--- src/ncst_pkg.sv ---
// ----------------------------------------------------------------------------
// ncst_pkg
// Shared types, token codes and the reading builder for the number reader.
// ----------------------------------------------------------------------------
package ncst_pkg;

    localparam int NUM_W      = 14;
    localparam int TOK_W      = 4;
    localparam int MAX_TOKS   = 7;
    localparam int CNT_W      = 3;
    localparam int QDEPTH_DEF = 4;
    localparam int NUM_MAX    = 9999;

    localparam logic [TOK_W-1:0] TOK_ZERO     = 4'd0;
    localparam logic [TOK_W-1:0] TOK_ONE      = 4'd1;
    localparam logic [TOK_W-1:0] TOK_TEN      = 4'd10;
    localparam logic [TOK_W-1:0] TOK_HUNDRED  = 4'd11;
    localparam logic [TOK_W-1:0] TOK_THOUSAND = 4'd12;

    typedef struct packed {
        logic [MAX_TOKS-1:0][TOK_W-1:0] tok;
        logic [CNT_W-1:0]               cnt;
    } t_reading;

    // low four bits of ten times x
    function automatic logic [3:0] times10_lo(input logic [3:0] x);
        times10_lo = {x[0], 3'b000} + {x[2:0], 1'b0};
    endfunction

    function automatic t_reading build_reading(input logic [3:0] d3, input logic [3:0] d2,
                                               input logic [3:0] d1, input logic [3:0] d0);
        t_reading r;
        logic [CNT_W-1:0] k;
        r = '0;
        k = '0;
        if (d3 != TOK_ZERO) begin
            r.tok[k] = d3;           k = k + 1'b1;
            r.tok[k] = TOK_THOUSAND; k = k + 1'b1;
        end
        if (d2 != TOK_ZERO) begin
            r.tok[k] = d2;          k = k + 1'b1;
            r.tok[k] = TOK_HUNDRED; k = k + 1'b1;
            if (d1 == TOK_ZERO && d0 != TOK_ZERO) begin
                r.tok[k] = TOK_ZERO; k = k + 1'b1;
                r.tok[k] = d0;       k = k + 1'b1;
            end else if (d1 != TOK_ZERO) begin
                r.tok[k] = d1;      k = k + 1'b1;
                r.tok[k] = TOK_TEN; k = k + 1'b1;
                if (d0 != TOK_ZERO) begin
                    r.tok[k] = d0; k = k + 1'b1;
                end
            end
        end else if (d3 != TOK_ZERO) begin
            if (d1 != TOK_ZERO || d0 != TOK_ZERO) begin
                r.tok[k] = TOK_ZERO; k = k + 1'b1;
                if (d1 == TOK_ZERO) begin
                    r.tok[k] = d0; k = k + 1'b1;
                end else begin
                    r.tok[k] = d1;      k = k + 1'b1;
                    r.tok[k] = TOK_TEN; k = k + 1'b1;
                    if (d0 != TOK_ZERO) begin
                        r.tok[k] = d0; k = k + 1'b1;
                    end
                end
            end
        end else if (d1 != TOK_ZERO) begin
            if (d1 != TOK_ONE) begin
                r.tok[k] = d1; k = k + 1'b1;
            end
            r.tok[k] = TOK_TEN; k = k + 1'b1;
            if (d0 != TOK_ZERO) begin
                r.tok[k] = d0; k = k + 1'b1;
            end
        end else begin
            r.tok[k] = d0; k = k + 1'b1;
        end
        r.cnt = k;
        build_reading = r;
    endfunction

endpackage

--- src/number_to_chinese_speech_tokens.sv ---
// ----------------------------------------------------------------------------
// number_to_chinese_speech_tokens
// Reads a number 0..9999 as a sequence of spoken Chinese number tokens.
//
//   channel  | handshake        | payload
//   ---------+------------------+------------------------------
//   input    | push / full      | i_number[13:0]
//   result   | empty / pop      | o_token[3:0], o_last
//
// One number yields 1 to 7 tokens; the back walker drives one token per cycle
// while its output register is empty or being popped.
// The front accepts one item per cycle until the token-list queue fills;
// each number passes the front register, the queue and the walker's item register.
// Synchronous active-low reset empties the pipeline and queue.
// Numbers above 9999 are dropped and give no tokens.
// ----------------------------------------------------------------------------
module number_to_chinese_speech_tokens
    import ncst_pkg::*;
#(
    parameter int QDEPTH = QDEPTH_DEF
) (
    input  logic             i_clk,
    input  logic             i_rst_n,
    input  logic             push,
    output logic             full,
    input  logic [NUM_W-1:0] i_number,
    output logic             empty,
    input  logic             pop,
    output logic [TOK_W-1:0] o_token,
    output logic             o_last
);

    logic     w_fq_push;
    t_reading w_fq_data;
    logic     w_fq_full;
    t_reading w_qb_data;
    logic     w_qb_empty;
    logic     w_qb_pop;

    ncst_front u_front (
        .i_clk    (i_clk),
        .i_rst_n  (i_rst_n),
        .i_push   (push),
        .i_number (i_number),
        .o_full   (full),
        .o_q_push (w_fq_push),
        .o_q_data (w_fq_data),
        .i_q_full (w_fq_full)
    );

    ncst_queue #(
        .QDEPTH (QDEPTH)
    ) u_queue (
        .i_clk   (i_clk),
        .i_rst_n (i_rst_n),
        .i_push  (w_fq_push),
        .i_data  (w_fq_data),
        .o_full  (w_fq_full),
        .i_pop   (w_qb_pop),
        .o_data  (w_qb_data),
        .o_empty (w_qb_empty)
    );

    ncst_back u_back (
        .i_clk     (i_clk),
        .i_rst_n   (i_rst_n),
        .i_q_data  (w_qb_data),
        .i_q_empty (w_qb_empty),
        .o_q_pop   (w_qb_pop),
        .i_pop     (pop),
        .o_empty   (empty),
        .o_token   (o_token),
        .o_last    (o_last)
    );

endmodule

--- src/ncst_front.sv ---
// ----------------------------------------------------------------------------
// ncst_front
// Accept a number, split it into decimal digits and build its token list.
// ----------------------------------------------------------------------------
module ncst_front
    import ncst_pkg::*;
(
    input  logic             i_clk,
    input  logic             i_rst_n,
    input  logic             i_push,
    input  logic [NUM_W-1:0] i_number,
    output logic             o_full,
    output logic             o_q_push,
    output t_reading         o_q_data,
    input  logic             i_q_full
);

    logic        r_va;
    logic        r_inr;
    logic [3:0]  r_q1000;
    logic [3:0]  r_q100_lo;
    logic [3:0]  r_q10_lo;
    logic [3:0]  r_n_lo;

    logic [27:0] w_p1000;
    logic [26:0] w_p100;
    logic [29:0] w_p10;
    logic        w_stall;
    logic [3:0]  w_d2;
    logic [3:0]  w_d1;
    logic [3:0]  w_d0;

    // quotients by reciprocal multiply, exact over 0..9999
    assign w_p1000 = {14'd0, i_number} * 28'd8389;
    assign w_p100  = {13'd0, i_number} * 27'd5243;
    assign w_p10   = {16'd0, i_number} * 30'd52429;

    assign w_stall = r_va && r_inr && i_q_full;
    assign o_full  = w_stall;

    always_ff @(posedge i_clk) begin
        if (!i_rst_n) begin
            r_va <= 1'b0;
        end else if (!w_stall) begin
            r_va <= i_push;
        end
    end

    always_ff @(posedge i_clk) begin
        if (!w_stall) begin
            r_inr     <= (i_number <= NUM_W'(NUM_MAX));
            r_q1000   <= w_p1000[26:23];
            r_q100_lo <= w_p100[22:19];
            r_q10_lo  <= w_p10[22:19];
            r_n_lo    <= i_number[3:0];
        end
    end

    assign w_d2 = r_q100_lo - times10_lo(r_q1000);
    assign w_d1 = r_q10_lo - times10_lo(r_q100_lo);
    assign w_d0 = r_n_lo - times10_lo(r_q10_lo);

    assign o_q_push = r_va && r_inr && !i_q_full;
    assign o_q_data = build_reading(r_q1000, w_d2, w_d1, w_d0);

    a_digits_ok: assert property (@(posedge i_clk) disable iff (!i_rst_n)
        (r_va && r_inr) |-> (w_d2 <= 4'd9 && w_d1 <= 4'd9 && w_d0 <= 4'd9))
        else $error("digit out of range");

    a_cnt_ok: assert property (@(posedge i_clk) disable iff (!i_rst_n)
        o_q_push |-> (o_q_data.cnt != '0))
        else $error("empty reading pushed");

    a_hold: assert property (@(posedge i_clk) disable iff (!i_rst_n)
        w_stall |=> (r_va && $stable(r_q10_lo) && $stable(r_n_lo)))
        else $error("front stage lost item");

endmodule

--- src/ncst_queue.sv ---
// ----------------------------------------------------------------------------
// ncst_queue
// Short queue of token lists between the front and back parts.
// ----------------------------------------------------------------------------
module ncst_queue
    import ncst_pkg::*;
#(
    parameter int QDEPTH = QDEPTH_DEF
) (
    input  logic     i_clk,
    input  logic     i_rst_n,
    input  logic     i_push,
    input  t_reading i_data,
    output logic     o_full,
    input  logic     i_pop,
    output t_reading o_data,
    output logic     o_empty
);

    localparam int PTR_W = (QDEPTH > 1) ? $clog2(QDEPTH) : 1;
    localparam int QCNT_W = $clog2(QDEPTH + 1);

    t_reading            r_mem [QDEPTH];
    logic [PTR_W-1:0]    r_wp;
    logic [PTR_W-1:0]    r_rp;
    logic [QCNT_W-1:0]   r_cnt;
    logic [PTR_W-1:0]    n_wp;
    logic [PTR_W-1:0]    n_rp;
    logic                w_wr;
    logic                w_rd;

    assign o_full  = (r_cnt == QCNT_W'(QDEPTH));
    assign o_empty = (r_cnt == '0);
    assign w_wr    = i_push && !o_full;
    assign w_rd    = i_pop && !o_empty;
    assign o_data  = r_mem[r_rp];

    always_comb begin
        n_wp = (r_wp == PTR_W'(QDEPTH - 1)) ? '0 : r_wp + 1'b1;
        n_rp = (r_rp == PTR_W'(QDEPTH - 1)) ? '0 : r_rp + 1'b1;
    end

    always_ff @(posedge i_clk) begin
        if (!i_rst_n) begin
            r_wp  <= '0;
            r_rp  <= '0;
            r_cnt <= '0;
        end else begin
            if (w_wr) begin
                r_wp <= n_wp;
            end
            if (w_rd) begin
                r_rp <= n_rp;
            end
            if (w_wr && !w_rd) begin
                r_cnt <= r_cnt + 1'b1;
            end else if (w_rd && !w_wr) begin
                r_cnt <= r_cnt - 1'b1;
            end
        end
    end

    always_ff @(posedge i_clk) begin
        if (w_wr) begin
            r_mem[r_wp] <= i_data;
        end
    end

    a_cnt_bound: assert property (@(posedge i_clk) disable iff (!i_rst_n)
        r_cnt <= QCNT_W'(QDEPTH))
        else $error("queue count overflow");

    a_no_overrun: assert property (@(posedge i_clk) disable iff (!i_rst_n)
        !(i_push && o_full))
        else $error("push into full queue");

endmodule

--- src/ncst_back.sv ---
// ----------------------------------------------------------------------------
// ncst_back
// Walk one token list and drive one token per cycle into the output register while it is empty or being popped.
// ----------------------------------------------------------------------------
module ncst_back
    import ncst_pkg::*;
(
    input  logic             i_clk,
    input  logic             i_rst_n,
    input  t_reading         i_q_data,
    input  logic             i_q_empty,
    output logic             o_q_pop,
    input  logic             i_pop,
    output logic             o_empty,
    output logic [TOK_W-1:0] o_token,
    output logic             o_last
);

    logic             r_busy;
    t_reading         r_item;
    logic [CNT_W-1:0] r_idx;
    logic             r_ov;
    logic [TOK_W-1:0] r_otok;
    logic             r_olast;

    logic             w_out_can;
    logic             w_emit;
    logic             w_is_last;
    logic             w_load;

    assign w_out_can = !r_ov || i_pop;
    assign w_emit    = r_busy && w_out_can;
    assign w_is_last = (r_idx == r_item.cnt - 1'b1);
    assign w_load    = !i_q_empty && (!r_busy || (w_emit && w_is_last));
    assign o_q_pop   = w_load;

    always_ff @(posedge i_clk) begin
        if (!i_rst_n) begin
            r_busy <= 1'b0;
            r_idx  <= '0;
            r_ov   <= 1'b0;
        end else begin
            if (w_load) begin
                r_busy <= 1'b1;
                r_idx  <= '0;
            end else if (w_emit) begin
                r_busy <= !w_is_last;
                r_idx  <= r_idx + 1'b1;
            end
            if (w_emit) begin
                r_ov <= 1'b1;
            end else if (i_pop) begin
                r_ov <= 1'b0;
            end
        end
    end

    always_ff @(posedge i_clk) begin
        if (w_load) begin
            r_item <= i_q_data;
        end
        if (w_emit) begin
            r_otok  <= r_item.tok[r_idx];
            r_olast <= w_is_last;
        end
    end

    assign o_empty = !r_ov;
    assign o_token = r_otok;
    assign o_last  = r_olast;

    a_idx_bound: assert property (@(posedge i_clk) disable iff (!i_rst_n)
        r_busy |-> (r_idx < r_item.cnt))
        else $error("token index past end of list");

    a_tok_range: assert property (@(posedge i_clk) disable iff (!i_rst_n)
        r_ov |-> (r_otok <= TOK_THOUSAND))
        else $error("bad token code");

    a_last_ends: assert property (@(posedge i_clk) disable iff (!i_rst_n)
        (w_emit && w_is_last && !w_load) |=> !r_busy)
        else $error("walker kept running after last token");

endmodule

--- config.mk ---
export PLATFORM = sky130hd
export DESIGN_NAME = number_to_chinese_speech_tokens
export DESIGN_NICKNAME = d
export VERILOG_FILES = /design/src/ncst_pkg.sv /design/src/number_to_chinese_speech_tokens.sv /design/src/ncst_front.sv /design/src/ncst_queue.sv /design/src/ncst_back.sv
export SDC_FILE = /design/constraint.sdc
export NUM_CORES = 1
export LEC_CHECK = 0
export BUFFER_PORTS_ARGS = -buffer_cell sky130_fd_sc_hd__buf_2
export CORE_ASPECT_RATIO = 1.5
export CORE_MARGIN = 3
export CORE_UTILIZATION = 50
export DETAILED_ROUTE_END_ITERATION = 6
export PLACE_DENSITY = 0.66
export RECOVER_POWER = 25
export SETUP_SLACK_MARGIN = 0.2
export SLEW_MARGIN = 20
export SYNTH_ARGS = -nofsm -noshare
export SYNTH_HDL_FRONTEND = slang
export SYNTH_SLANG_ARGS = --single-unit
--- constraint.sdc ---
create_clock -name i_clk -period 5.45 [get_ports i_clk]
set_input_delay 0 -clock i_clk [delete_from_list [all_inputs] [get_ports i_clk]]
set_output_delay 0 -clock i_clk [all_outputs]
set_load 0.005 [all_outputs]
==> impl_metrics.json <==
{
  "syn_area_per_cell_sq_um": 11.9,
  "drt_drc_violations_left": 0,
  "drv_slew": 67,
  "power.density_mw_per_mm2": 539,
  "worstPathCellList": "dlygate4sd3_1 -> clkbuf_1 -> ha_1 -> ha_1 -> fa_1 -> fa_1 -> inv_1 -> fa_1 -> inv_1 -> ha_1 -> a21o_1 -> a21o_1 -> a21oi_1 -> nand2_1 -> o311ai_0 -> buf_4",
  "p_leak_nw": 7.99,
  "rsz0062_at_grt": "false",
  "setup-violations-final": 0,
  "wl_per_cell_um": 19.8,
  "critPathMaxStageDelay_ns": 0.58,
  "fin_crit_ns": 5.13,
  "cp_max_fo": 7,
  "max_slew_margin": -0.861,
  "final_nets": 1833,
  "insertion_delay_ns": 0.42,
  "h-tree-depth": 4,
  "cp.required_ns": 5.75,
  "io-pin-count": 25,
  "die_w_um": 153,
  "ys.flop_type": "edfxtp_1",
  "grt_pass1_wl_um": 58200,
  "synth_fa_ha_area_frac": 0.365,
  "clk_pin_slew_worst_paths_ns": 0.07,
  "initial_core_util": 0.508,
  "max_freq_ghz": 0.195,
  "port_buffers": 24,
  "ir_drop_mv": 0.409,
  "overflow": 0,
  "fin_skew_ns": 0.00832,
  "numCtsBuffers": 17,
  "finalCoreUtilization": 0.552,
  "violations": "max-capacitance violations, max-slew violations",
  "clkSinkCount": 190,
  "row_count": 80,
  "first_global_vias": 10981,
  "worstPathArrival_ns": 5.43,
  "fin_tns_setup_ns": 0,
  "synth-simple-area-share": 0.0637,
  "cts_tree": "done",
  "wirelength_um": 36400,
  "start_kind": "input pin",
  "die-area_sq_mm": 0.0347,
  "syn-cell-area_sq_mm": 0.0162,
  "syn_to_final_growth_pct": 8.73,
  "dp_hpwl_um": 29500,
  "yosysWarningCount": 0,
  "core_sq_mm": 0.0319,
  "hold_depth": 3,
  "status": "finished with violations",
  "regArea_sq_mm": 0.00558,
  "crit_slowest_cell": "o311ai_0",
  "cp_num_buf_inv": 5,
  "die_h_um": 227,
  "multi_input_area_sq_mm": 0.00948,
  "num_antenna_cells": 0,
  "ys_types": 71,
  "syn_nets": 1781,
  "grt_antenna_before_repair": 0,
  "gp_congestion": 0.930,
  "path_class": "input pin to register",
  "r2r_cells": 11,
  "clockBufferDepth": 2,
  "grtUsageTotal": 0.216,
  "finalCritPeriodShare": 0.942,
  "post_cts_buffers": 0,
  "cp_top_family": "adder cells",
  "num_vias": 10257,
  "firstDrtPassIters": 5,
  "ant_nets": 0,
  "endpoint_kind": "register",
  "tightest_slew_ns": 2.79,
  "synth_edf_count": 177,
  "syn_inst": 1368,
  "worstSetupPathDepth": 16,
  "synthArstFlopShare": 0,
  "ys_seq_area_frac": 0.344,
  "final_hold_viol_count": 0,
  "ys_ff_latch": 190,
  "grt_max_degree": 35,
  "n_fill_cell": 2717,
  "synthMuxAreaShare": 0.0561,
  "wl_met3_um": 740,
  "root_buffer": "clkbuf_16",
  "cap_viol_max_count": 2,
  "drtIter0Drc": 501,
  "hp-class": "input pin to register",
  "highest-signal-layer": "met4",
  "wl_met1_um": 13100,
  "synth_top_family_by_area": "adder cells",
  "drt-vias-per-instance": 5.57,
  "dr_wl_met2_um": 20500,
  "synth_xor_area_frac": 0.0275,
  "synth_compound_area_frac": 0.0715,
  "layout-drive-gt1-share": 0.0886
}
==> final timing paths <==
path / start / endpoint / slack, ns
max reg2reg: u_front.r_q10_lo[0] / u_queue.r_mem[1][5] / 1.48
min reg2reg: u_queue.r_cnt[2] / u_queue.r_cnt[2] / 0.56
min: i_number[12] / u_front.r_q1000[2] / 0.23
max: i_number[2] / u_front.r_q100_lo[0] / 0.32
==> cell type report <==
type,instances,share of cell area
Sequential cell,190,0.316
Inverter,279,0.0594
Tap cell,410,0.0291
Timing Repair Buffer,60,0.0228
Multi-Input combinational cell,872,0.538
Clock buffer,18,0.0243
Clock inverter,14,0.0104
==> cell families (layout without fill, tap and decap cells) <==
logic type	Yosys count	in the layout
AOI/OAI and AO/OA	176	176
xor gates and xnor gates	46	46
DFF	190	190
adders and majority gates	395	395
buffers and inverters	306	371
muxes	47	47
and+or+nand+nor	208	208
==> cell usage after synthesis, types with 4 or more instances <==
master    count  share of area
or2_2         5         0.0019
xor2_1       17         0.0092
a211oi_1      7         0.0032
nand4_1      13         0.0050
clkbuf_1     15         0.0035
mux2i_1      11         0.0068
nor2_1       58          0.013
dfxtp_1      13          0.016
nand2_1      41         0.0095
or3_1         4         0.0015
inv_1       277          0.064
nor2b_1       9         0.0035
fa_1        131           0.16
nand3_1      25         0.0077
a21oi_1      45          0.014
edfxtp_1    177           0.33
a211o_1       4         0.0022
nand2b_1      5         0.0019
xnor2_1      26          0.014
and3_1        8         0.0031
nor3_1       15         0.0046
a21o_1       23          0.011
o21ai_0      35          0.011
nor4_1        5         0.0019
a31oi_1      11         0.0042
and2_1        6         0.0023
ha_1        264           0.20
buf_1         5         0.0012
buf_2         5         0.0015
mux4_2       35          0.049
o31ai_1       5         0.0023
==> power breakdown <==
group          switching [mW]  internal, mW
registers               0.157          2.35
clock network           0.528         0.732
logic                    3.39          2.34
==> state kept, by name, summed over array words and instances, names as in the netlist <==
signal and flops:
u_queue.r_cnt 3, u_front.r_inr 1, u_queue.r_wp 2, u_front.r_q100_lo 4, u_queue.r_mem 124, u_front.r_q1000 4, u_back.r_busy 1, u_front.r_n_lo 4
u_queue.r_rp 2, u_back.r_idx 3, u_back.o_token 4, u_front.r_va 1, u_back.o_last 1, u_back.r_item 31, u_front.r_q10_lo 4, u_back.r_ov 1
==> timing repair <==
| item | CTS | global route |
|---|---|---|
| setup endpoints to repair | 0 | 3 |
| hold buffers | 9 | 0 |
| hold endpoints to repair | 16 | 0 |
| resized for setup | 0 | 3 |
==> layer usage <==
metal | GRT usage | vias to the layer above
li1 | - | 4858
met1 | 0.222 | 5095
met2 | 0.427 | 214
met3 | 0.0218 | 90
met4 | 0.115 | 0
met5 | 0 | -
==> through the flow <==
stage                     power (mW)  cell area (sq um)  worst slack [ns]  cells  hold WS [ns]
after detailed placement        8.25              16900             0.363   1801         0.218
after CTS                       9.55              17600             0.374   1842         0.212
after global placement          8.09              16900             0.415   1801         0.216
after floorplan                 6.66              16200             0.923   1368        0.0989
final                           9.50              17600             0.319   1843         0.228
after global routing            10.4              17600             0.154   1843         0.230
==> cell usage in the layout (no fill, tap or decap), types with 9 or more instances in the layout <==
cell	Yosys	final
a21o_1	23	23
fa_1	131	131
buf_2	5	21
a31oi_1	11	11
edfxtp_1	177	177
nand2_1	41	41
xor2_1	17	17
dlygate4sd3_1	0	9
nor3_1	15	15
mux2i_1	11	11
inv_1	277	277
clkbuf_16	0	17
ha_1	264	264
o21ai_0	35	34
buf_4	1	24
xnor2_1	26	26
a21oi_1	45	45
nand4_1	13	13
mux4_2	35	35
nor2b_1	9	9
nor2_1	58	58
dfxtp_1	13	12
nand3_1	25	25
==> worst reg2reg max path: cells and delay by family, from the launching register on <==
family                   cells  cell delay (ns)
AND/OR/NAND/NOR              2             0.51
flip-flops                   1             0.49
XOR/XNOR                     1             0.53
adder cells (fa/ha/maj)      3             0.67
AO/OA/AOI/OAI                3             1.11
buffers and inverters        2             0.33
Note: power is estimated with default switching activity, not from simulation.
